**src/hw/rtl/shs_pkg.sv**
```systemverilog
// ----------------------------------------------------------------------------
// shs_pkg
// constants, types and round functions for the sha-256 stream hasher
// ----------------------------------------------------------------------------
package shs_pkg;

  localparam int unsigned BlockBytes = 64;
  localparam int unsigned LengthPos  = 56;

  localparam logic [7:0] PAD_BYTE = 8'h80;

  localparam logic [31:0] H_INIT [8] = '{
    32'h6a09e667, 32'hbb67ae85, 32'h3c6ef372, 32'ha54ff53a,
    32'h510e527f, 32'h9b05688c, 32'h1f83d9ab, 32'h5be0cd19
  };

  localparam logic [31:0] K_ROUND [64] = '{
    32'h428a2f98, 32'h71374491, 32'hb5c0fbcf, 32'he9b5dba5,
    32'h3956c25b, 32'h59f111f1, 32'h923f82a4, 32'hab1c5ed5,
    32'hd807aa98, 32'h12835b01, 32'h243185be, 32'h550c7dc3,
    32'h72be5d74, 32'h80deb1fe, 32'h9bdc06a7, 32'hc19bf174,
    32'he49b69c1, 32'hefbe4786, 32'h0fc19dc6, 32'h240ca1cc,
    32'h2de92c6f, 32'h4a7484aa, 32'h5cb0a9dc, 32'h76f988da,
    32'h983e5152, 32'ha831c66d, 32'hb00327c8, 32'hbf597fc7,
    32'hc6e00bf3, 32'hd5a79147, 32'h06ca6351, 32'h14292967,
    32'h27b70a85, 32'h2e1b2138, 32'h4d2c6dfc, 32'h53380d13,
    32'h650a7354, 32'h766a0abb, 32'h81c2c92e, 32'h92722c85,
    32'ha2bfe8a1, 32'ha81a664b, 32'hc24b8b70, 32'hc76c51a3,
    32'hd192e819, 32'hd6990624, 32'hf40e3585, 32'h106aa070,
    32'h19a4c116, 32'h1e376c08, 32'h2748774c, 32'h34b0bcb5,
    32'h391c0cb3, 32'h4ed8aa4a, 32'h5b9cca4f, 32'h682e6ff3,
    32'h748f82ee, 32'h78a5636f, 32'h84c87814, 32'h8cc70208,
    32'h90befffa, 32'ha4506ceb, 32'hbef9a3f7, 32'hc67178f2
  };

  typedef enum logic [5:0] {
    ST_IDLE  = 6'b000001,
    ST_PAD   = 6'b000010,
    ST_LOAD  = 6'b000100,
    ST_ROUND = 6'b001000,
    ST_ADD   = 6'b010000,
    ST_OUT   = 6'b100000
  } state_t;

  typedef enum logic {
    REQ_APPEND = 1'b0,
    REQ_FINISH = 1'b1
  } req_t;

  function automatic logic [31:0] bsig0(input logic [31:0] x);
    bsig0 = {x[1:0], x[31:2]} ^ {x[12:0], x[31:13]} ^ {x[21:0], x[31:22]};
  endfunction

  function automatic logic [31:0] bsig1(input logic [31:0] x);
    bsig1 = {x[5:0], x[31:6]} ^ {x[10:0], x[31:11]} ^ {x[24:0], x[31:25]};
  endfunction

  function automatic logic [31:0] ssig0(input logic [31:0] x);
    ssig0 = {x[6:0], x[31:7]} ^ {x[17:0], x[31:18]} ^ {3'b000, x[31:3]};
  endfunction

  function automatic logic [31:0] ssig1(input logic [31:0] x);
    ssig1 = {x[16:0], x[31:17]} ^ {x[18:0], x[31:19]} ^ {10'd0, x[31:10]};
  endfunction

  function automatic logic [31:0] ch(input logic [31:0] e, input logic [31:0] f,
                                     input logic [31:0] g);
    ch = (e & f) ^ (~e & g);
  endfunction

  function automatic logic [31:0] maj(input logic [31:0] a, input logic [31:0] b,
                                      input logic [31:0] c);
    maj = (a & b) ^ (a & c) ^ (b & c);
  endfunction

endpackage

```
**src/hw/rtl/sha256_stream_hasher_unit.sv**
```systemverilog
// ----------------------------------------------------------------------------
// sha256_stream_hasher_unit
// byte-serial sha-256: gathers bytes into a 512-bit block line, compresses
// with one round unit used 64 times, pads on finish and emits the digest
// ----------------------------------------------------------------------------
//  channel | signals                                   | role
//  --------+-------------------------------------------+---------------------
//  in      | in_valid, in_ready, req_type, data_byte   | byte or finish item
//  out     | out_valid, out_ready, digest_word,        | eight digest words
//          | word_index, last_word                     | per finish
//
//  an append is taken in the idle state; the 64th byte of a block starts a
//  compression (load, 64 rounds through the single round unit, hash add)
//  a finish shifts in one padding byte per cycle up to the block end, then
//  compresses once or twice, then offers eight words, one per accepted cycle
//  in_ready is low from a block's 64th byte or a finish until the block is idle again
//  rst is synchronous and returns the initial hash values and zero counts
// ----------------------------------------------------------------------------
module sha256_stream_hasher_unit (
  input  logic        clk,
  input  logic        rst,
  input  logic        in_valid,
  output logic        in_ready,
  input  logic        req_type,
  input  logic [7:0]  data_byte,
  output logic        out_valid,
  input  logic        out_ready,
  output logic [31:0] digest_word,
  output logic [2:0]  word_index,
  output logic        last_word
);
  import shs_pkg::*;

  state_t        state;
  logic [511:0]  blk;
  logic [6:0]    fill;
  logic [60:0]   byte_count;
  logic [63:0]   len_sr;
  logic          pad_mode;
  logic          len_phase;
  logic [5:0]    round;
  logic [2:0]    out_idx;
  logic [31:0]   hash [8];
  logic [31:0]   work [8];

  logic [31:0]   w0;
  logic [31:0]   w_new;
  logic [31:0]   t1;
  logic [31:0]   t2;
  logic [7:0]    pad_byte;
  logic          in_fire;
  logic          out_fire;

  assign in_ready    = (state == ST_IDLE);
  assign out_valid   = (state == ST_OUT);
  assign digest_word = hash[0];
  assign word_index  = out_idx;
  assign last_word   = (out_idx == 3'd7);
  assign in_fire     = in_valid && in_ready;
  assign out_fire    = out_valid && out_ready;

  // message schedule and round unit
  assign w0    = blk[511:480];
  assign w_new = w0 + ssig0(blk[479:448]) + blk[223:192] + ssig1(blk[63:32]);
  assign t1    = work[7] + bsig1(work[4]) + ch(work[4], work[5], work[6])
                 + K_ROUND[round] + w0;
  assign t2    = bsig0(work[0]) + maj(work[0], work[1], work[2]);

  // zeros, then the bit length once the last block is reached
  assign pad_byte = (len_phase && (fill >= 7'(LengthPos))) ? len_sr[63:56] : 8'h00;

  always_ff @(posedge clk) begin
    if (rst) begin
      state      <= ST_IDLE;
      fill       <= '0;
      byte_count <= '0;
      pad_mode   <= 1'b0;
      len_phase  <= 1'b0;
      round      <= '0;
      out_idx    <= '0;
      hash       <= H_INIT;
    end else begin
      unique case (state)
        ST_IDLE: begin
          if (in_fire) begin
            fill <= fill + 7'd1;
            if (req_t'(req_type) == REQ_APPEND) begin
              blk        <= {blk[503:0], data_byte};
              byte_count <= byte_count + 61'd1;
              state      <= (fill == 7'(BlockBytes - 1)) ? ST_LOAD : ST_IDLE;
            end else begin
              blk       <= {blk[503:0], PAD_BYTE};
              len_sr    <= {byte_count, 3'b000};
              pad_mode  <= 1'b1;
              len_phase <= (fill < 7'(LengthPos));
              state     <= (fill == 7'(BlockBytes - 1)) ? ST_LOAD : ST_PAD;
            end
          end
        end
        ST_PAD: begin
          blk  <= {blk[503:0], pad_byte};
          fill <= fill + 7'd1;
          if (len_phase && (fill >= 7'(LengthPos))) begin
            len_sr <= {len_sr[55:0], 8'h00};
          end
          if (fill == 7'(BlockBytes - 1)) begin
            state <= ST_LOAD;
          end
        end
        ST_LOAD: begin
          work  <= hash;
          round <= '0;
          state <= ST_ROUND;
        end
        ST_ROUND: begin
          work[0] <= t1 + t2;
          work[1] <= work[0];
          work[2] <= work[1];
          work[3] <= work[2];
          work[4] <= work[3] + t1;
          work[5] <= work[4];
          work[6] <= work[5];
          work[7] <= work[6];
          blk     <= {blk[479:0], w_new};
          round   <= round + 6'd1;
          if (round == 6'd63) begin
            state <= ST_ADD;
          end
        end
        ST_ADD: begin
          for (int i = 0; i < 8; i++) begin
            hash[i] <= hash[i] + work[i];
          end
          fill <= '0;
          if (!pad_mode) begin
            state <= ST_IDLE;
          end else if (len_phase) begin
            out_idx <= '0;
            state   <= ST_OUT;
          end else begin
            len_phase <= 1'b1;
            state     <= ST_PAD;
          end
        end
        ST_OUT: begin
          if (out_fire) begin
            out_idx <= out_idx + 3'd1;
            if (out_idx == 3'd7) begin
              hash       <= H_INIT;
              byte_count <= '0;
              fill       <= '0;
              pad_mode   <= 1'b0;
              len_phase  <= 1'b0;
              state      <= ST_IDLE;
            end else begin
              for (int i = 0; i < 7; i++) begin
                hash[i] <= hash[i+1];
              end
              hash[7] <= hash[0];
            end
          end
        end
        default: begin
          state <= ST_IDLE;
        end
      endcase
    end
  end

  a_no_overlap: assert property (@(posedge clk) disable iff (rst)
    !(in_ready && out_valid))
    else $error("input and output sides active together");

  a_full_block: assert property (@(posedge clk) disable iff (rst)
    (state == ST_ROUND) |-> (fill == 7'(BlockBytes)))
    else $error("compression started on a partial block");

  a_round_end: assert property (@(posedge clk) disable iff (rst)
    (state == ST_ROUND && round == 6'd63) |=> (state == ST_ADD))
    else $error("round sequence did not end after 64 rounds");

  a_back_idle: assert property (@(posedge clk) disable iff (rst)
    (out_fire && last_word) |=> in_ready)
    else $error("not idle after the last digest word");

endmodule
```
**config.mk**
```make
export PLATFORM = sky130hd
export DESIGN_NAME = sha256_stream_hasher_unit
export DESIGN_NICKNAME = d
export VERILOG_FILES = /design/src/hw/rtl/shs_pkg.sv /design/src/hw/rtl/sha256_stream_hasher_unit.sv
export SDC_FILE = /design/constraint.sdc
export NUM_CORES = 2
export LEC_CHECK = 0
export BUFFER_PORTS_ARGS = -buffer_cell sky130_fd_sc_hd__buf_2
export CAP_MARGIN = 20
export CORE_AREA = 10 10 407 409
export DETAILED_ROUTE_END_ITERATION = 10
export DIE_AREA = 0 0 417 419
export PLACE_DENSITY = 0.64
export SLEW_MARGIN = 10
export SYNTH_ARGS = -nofsm -noshare
export SYNTH_HDL_FRONTEND = slang
export SYNTH_SLANG_ARGS = --single-unit
```
**constraint.sdc**
```tcl
create_clock -name clk -period 22.9 [get_ports clk]
set_input_delay 6.87 -clock clk [delete_from_list [all_inputs] [get_ports clk]]
set_output_delay 6.87 -clock clk [all_outputs]
set_load 0.02 [all_outputs]
```
* Word-level counts from Yosys, hierarchy flattened
Memory sizes are Yosys's and may differ from the RTL's.
Index checks and enable logic that the tools add are counted.
** Storage, ports and cells
- Bits of input ports :: 13
- Output and inout port bits :: 38
- Logic and storage cells :: 157
- Memory bits (read-only) :: 2048
- Register bits after elaboration :: 1173
- Memories kept :: 1
** Operators by class
- Reduce and logical (&&, ||, !) cells :: 20
- Magnitude comparators :: 3
- Bitwise logic cells :: 19
- Eq/ne operators :: 19
- Muxes and demuxes :: 48
- Add/subtract/negate cells :: 22
** Memory list
- (name not given) :: words 64, bits a word 32, read ports 1, clocked after memory_dff 0, write ports 0, line sha256_stream_hasher_unit.sv:66 : + K_ROUND[round] + w0;
** Operators with widths (count)
- 512-bit one-hot mux with 3 select lines :: 1
- 256-bit one-hot mux with 2 select lines :: 2
- 32-bit adder :: 18
- 256-bit 2-to-1 mux :: 2
- 512-bit 2-to-1 mux :: 1
- 32-bit XOR :: 9
- 61-bit 2-to-1 mux :: 4
- 64-bit 2-to-1 mux :: 3
- 32-bit AND :: 5
- 64-bit one-hot mux with 2 select lines :: 1
- 61-bit one-hot mux with 2 select lines :: 1
- 32-bit 2-to-1 mux :: 2
- 61-bit by 1-bit adder with 61-bit output, second input constant :: 1
- 6-bit 2-to-1 mux :: 7
- 6-bit one-hot mux with 6 select lines :: 1
- 32-bit NOT :: 1
- 32-bit by 22-bit XOR with 32-bit output :: 1
- 32-bit by 29-bit XOR with 32-bit output :: 1
- 7-bit one-hot mux with 4 select lines :: 1
- 7-bit 2-to-1 mux :: 3
- 5-bit AND reduction :: 4
- 3-bit 2-to-1 mux :: 6
- 8-bit 2-to-1 mux :: 2
- 6-bit equality test, second input constant :: 2
- 30 further kinds :: 52

* Depth between registers and ports, before layout
- Word-level depth :: 8
- Gate-level depth with buffers :: 37
- Depth with buffers taken out :: 34

* Least setup slack after synthesis
No wires, ideal clock.
- Path kind :: input to register
- Start :: input port rst
- End :: register blk[0], enable pin
- Data required time :: 21974 ps
- Cell stages on the path :: 4
- Path slack :: 3272 ps
- Path buffers :: 2
- Arrival time :: 18702 ps
- Library setup time :: 926 ps
- Cell sequence :: clkbuf_1 -> clkbuf_1 -> a21oi_1 -> o21a_1
** Between the ends
- Longest elaborated chain between the ends :: 2
** RTL lines
- from (decl) :: line sha256_stream_hasher_unit.sv:21 : input logic rst,
- 1-bit NOT (no line)
- 3-bit AND reduction (no line)
- to (signal assigned) :: line sha256_stream_hasher_unit.sv:88 : blk <= {blk[503:0], data_byte};
- to (signal assigned) :: line sha256_stream_hasher_unit.sv:92 : blk <= {blk[503:0], PAD_BYTE};
- to (signal assigned) :: line sha256_stream_hasher_unit.sv:101 : blk <= {blk[503:0], pad_byte};
- to (decl) :: line sha256_stream_hasher_unit.sv:35 : logic [511:0] blk;
No other way between the ends.
A chain may end at the register's enable or synchronous reset.

* Worst setup path in the final report
- Start :: register state[4]
- End :: output port out_valid
** Between the ends
- Longest elaborated chain between the ends :: 1
** RTL lines
- from (decl) :: line sha256_stream_hasher_unit.sv:34 : state_t state;
- from (signal assigned) :: line sha256_stream_hasher_unit.sv:90 : state <= (fill == 7'(BlockBytes - 1)) ? ST_LOAD : ST_IDLE;
- from (signal assigned) :: line sha256_stream_hasher_unit.sv:96 : state <= (fill == 7'(BlockBytes - 1)) ? ST_LOAD : ST_PAD;
- 6-bit equality test :: line sha256_stream_hasher_unit.sv:55 : assign out_valid = (state == ST_OUT);
- to (decl) :: line sha256_stream_hasher_unit.sv:26 : output logic out_valid,
No other way between the ends.

==> results.ini <==
[sta]
fmax_mhz=101.2
setup_ws_ns=13.02
maxSlewHeadroom_pct=15.41
rsz0062_at_grt=no
slew_viol_final=0
finalSetupViolCount=0
hold_violations=0
worst_pin_slew_ns=1.269
finalCritPeriodShare_pct=43.17
fin_tns_setup_ns=0
worst_clock_skew_ns=0.05146
layout_min_cycle_time_ns=9.885

[clocking]
clk_latency_ns=0.80
cts_buffer_depth=3
numClockSinks=1170
holdBufCountCts=0
cts_tree=yes
ctsResizeCount=0
cts.reportedPaths.clkPinSlew_ns=0.06
cts_buffers=135
root_buffer=clkbuf_16
cts_setup_buffers=0
cts_htree_levels=4

[logic_synthesis]
synth_top_area_share_pct=31.89
ys_ff_latch=1170
ys_async_sr_fraction_pct=0
synth_edf_count=829
avgSynthCellArea_sq_um=8.798
netlist_top_cells_area=edfxtp_1 (32%), nand2_1 (11%), dfxtp_1 (8.7%)
synth_top_area_cell=edfxtp_1
ys_seq_area_share_pct=40.63
ys.warnings.count=0
synthCells=8873
synth_area_sq_mm=0.07807
synth_nets=9483
synth_cell_types=95
synth_ff_type=edfxtp_1

[route]
first_pass_iters=8
wl_per_cell_um=22.54
ant_nets=0
totalWireLength_um=242500
drc_errors=0
drt_iter0_drc=7102
num_vias=64574
avgViaCountPerCell=6.001

[cells_and_area]
fillers=14352
diodes=0
drive_above_1_share_pct=5.398
syn_to_final_growth_pct=7.435
final_common_cell=nand2_1
final_cell_mix=nand2_1 (2231), edfxtp_1 (829), nor2_1 (526), o21ai_0 (524), a21oi_1 (436)
fin_nets=9190

[worst_setup_path]
worstRegToRegCells=30
cp-start-kind=flop
path_max_fanout=30
cp-end-kind=primary output
crit_arrival_ns=3.01
required_ns=16.03
r2r_setup_slack_ns=13.16
path_class=flop to primary output

[grt]
antenna_found_initial=6
grt_usage_pct=26.81
gr-total-overflow=0
grt_first_pass_wirelength_um=367100
grt_max_degree=193
grt_pass1_vias=60735

[floorplan]
die_area_sq_mm=0.1747
fp.dieW_um=417
start_util_pct=49.58
die_y_um=419
core-area_sq_mm=0.1575
ios=51
rows=146

[power]
p_per_area_mw_per_mm2=179.4
vdd_ir_drop_max_mv=0.2129
power.leakage_nw=34.01

[placed_design]
dp_slack_ns=12.69
io_buffers=50
dpl.hpwl_um=173600
place_congestion=0.9586

[status]
status=completed

[hold_path]
min_path_cells=2
hold_class=flop to flop

[job]
maxCapViolations=0

[stage by stage]
step | util (%) | power [mW] | cells | hold slack [ns] | instance area (sq um)
finish | 53.26 | 15.05 | 10761 | 0.4910 | 83870
global placement | 50.42 | 12.51 | 10511 | 0.4690 | 79390
floorplan | - | 10.45 | 8873 | 0.4583 | 78070
detailed placement | 50.42 | 12.67 | 10512 | 0.4904 | 79400
global route | 53.26 | 16.19 | 10761 | 0.5181 | 83870
CTS | 53.23 | 14.90 | 10758 | 0.4972 | 83810
[synthesized netlist by cell type, types with 49 or more instances]
master / instances
nand2b_1: 97
nor2b_1: 65
inv_1: 407
ha_1: 400
nor2_1: 529
a21oi_1: 436
clkbuf_1: 503
o21bai_1: 56
and3_1: 57
a211oi_1: 112
edfxtp_1: 829
o211ai_1: 61
mux2_2: 83
o21a_1: 59
nand2_1: 2234
or3_1: 53
nand3_1: 114
a211o_1: 50
nor3_1: 203
a21o_1: 178
dfxtp_1: 341
fa_1: 197
a31oi_1: 81
xor2_1: 212
o21ai_0: 525
xnor2_1: 391
a221oi_1: 49
[state kept, by name (all words and copies together) (netlist names)]
| signal | flops |
|---|---|
| blk | 512 |
| byte_count | 61 |
| digest_word | 32 |
| fill | 7 |
| hash | 224 |
| len_phase | 1 |
| len_sr | 61 |
| pad_mode | 1 |
| round | 6 |
| state | 6 |
| word_index | 3 |
| work | 256 |
[cell type report]
cell class / count / area (sq um) / area share, %
multi-input cells: 6725 / 42620 / 50.82
flip-flops and latches: 1170 / 31730 / 37.83
clock buffers: 189 / 3722 / 4.438
well taps: 2072 / 2592 / 3.091
inverters: 412 / 1554 / 1.853
repair buffers: 136 / 968.4 / 1.155
clock inverters: 57 / 688.2 / 0.8205
[worst max-delay path, cell delays in order, from the launching register on]
cell     delay [ns]
dfxtp_1        0.34
nor4_1         0.72
nand2_4        0.50
inv_8          0.40
buf_2          0.24
[cell families after synthesis]
family,count (synthesis),share of synthesized area (%)
simple gates,3489,18.77
compound gates,1898,15.55
flops,1170,40.63
buf+inv,978,4.874
fa+ha+maj,627,11.85
xor+xnor,604,6.794
mux,107,1.537
[where the power goes]
part | switching (mW) | internal (mW)
Clock | 0.946 | 1.21
Sequential | 0.371 | 2.95
Combinational | 5.79 | 3.78
[per-layer routing]
metal | global-route usage, % | up-vias | share of wire [%]
met3 | 4.739 | 505 | 9.1
li1 | - | 30107 | -
met2 | 40.97 | 2855 | 44
met5 | 0 | - | 0.013
met4 | 10.66 | 4 | 4.3
met1 | 37.64 | 31103 | 43
[path summary, 6_finish.rpt]
check,start,endpoint
hold reg to reg,fill[5],fill[5]
hold / removal,fill[5],fill[5]
setup reg to reg,round[2],work[255]
setup / recovery,state[4],out_valid
Power figures use the tool's default switching activity.
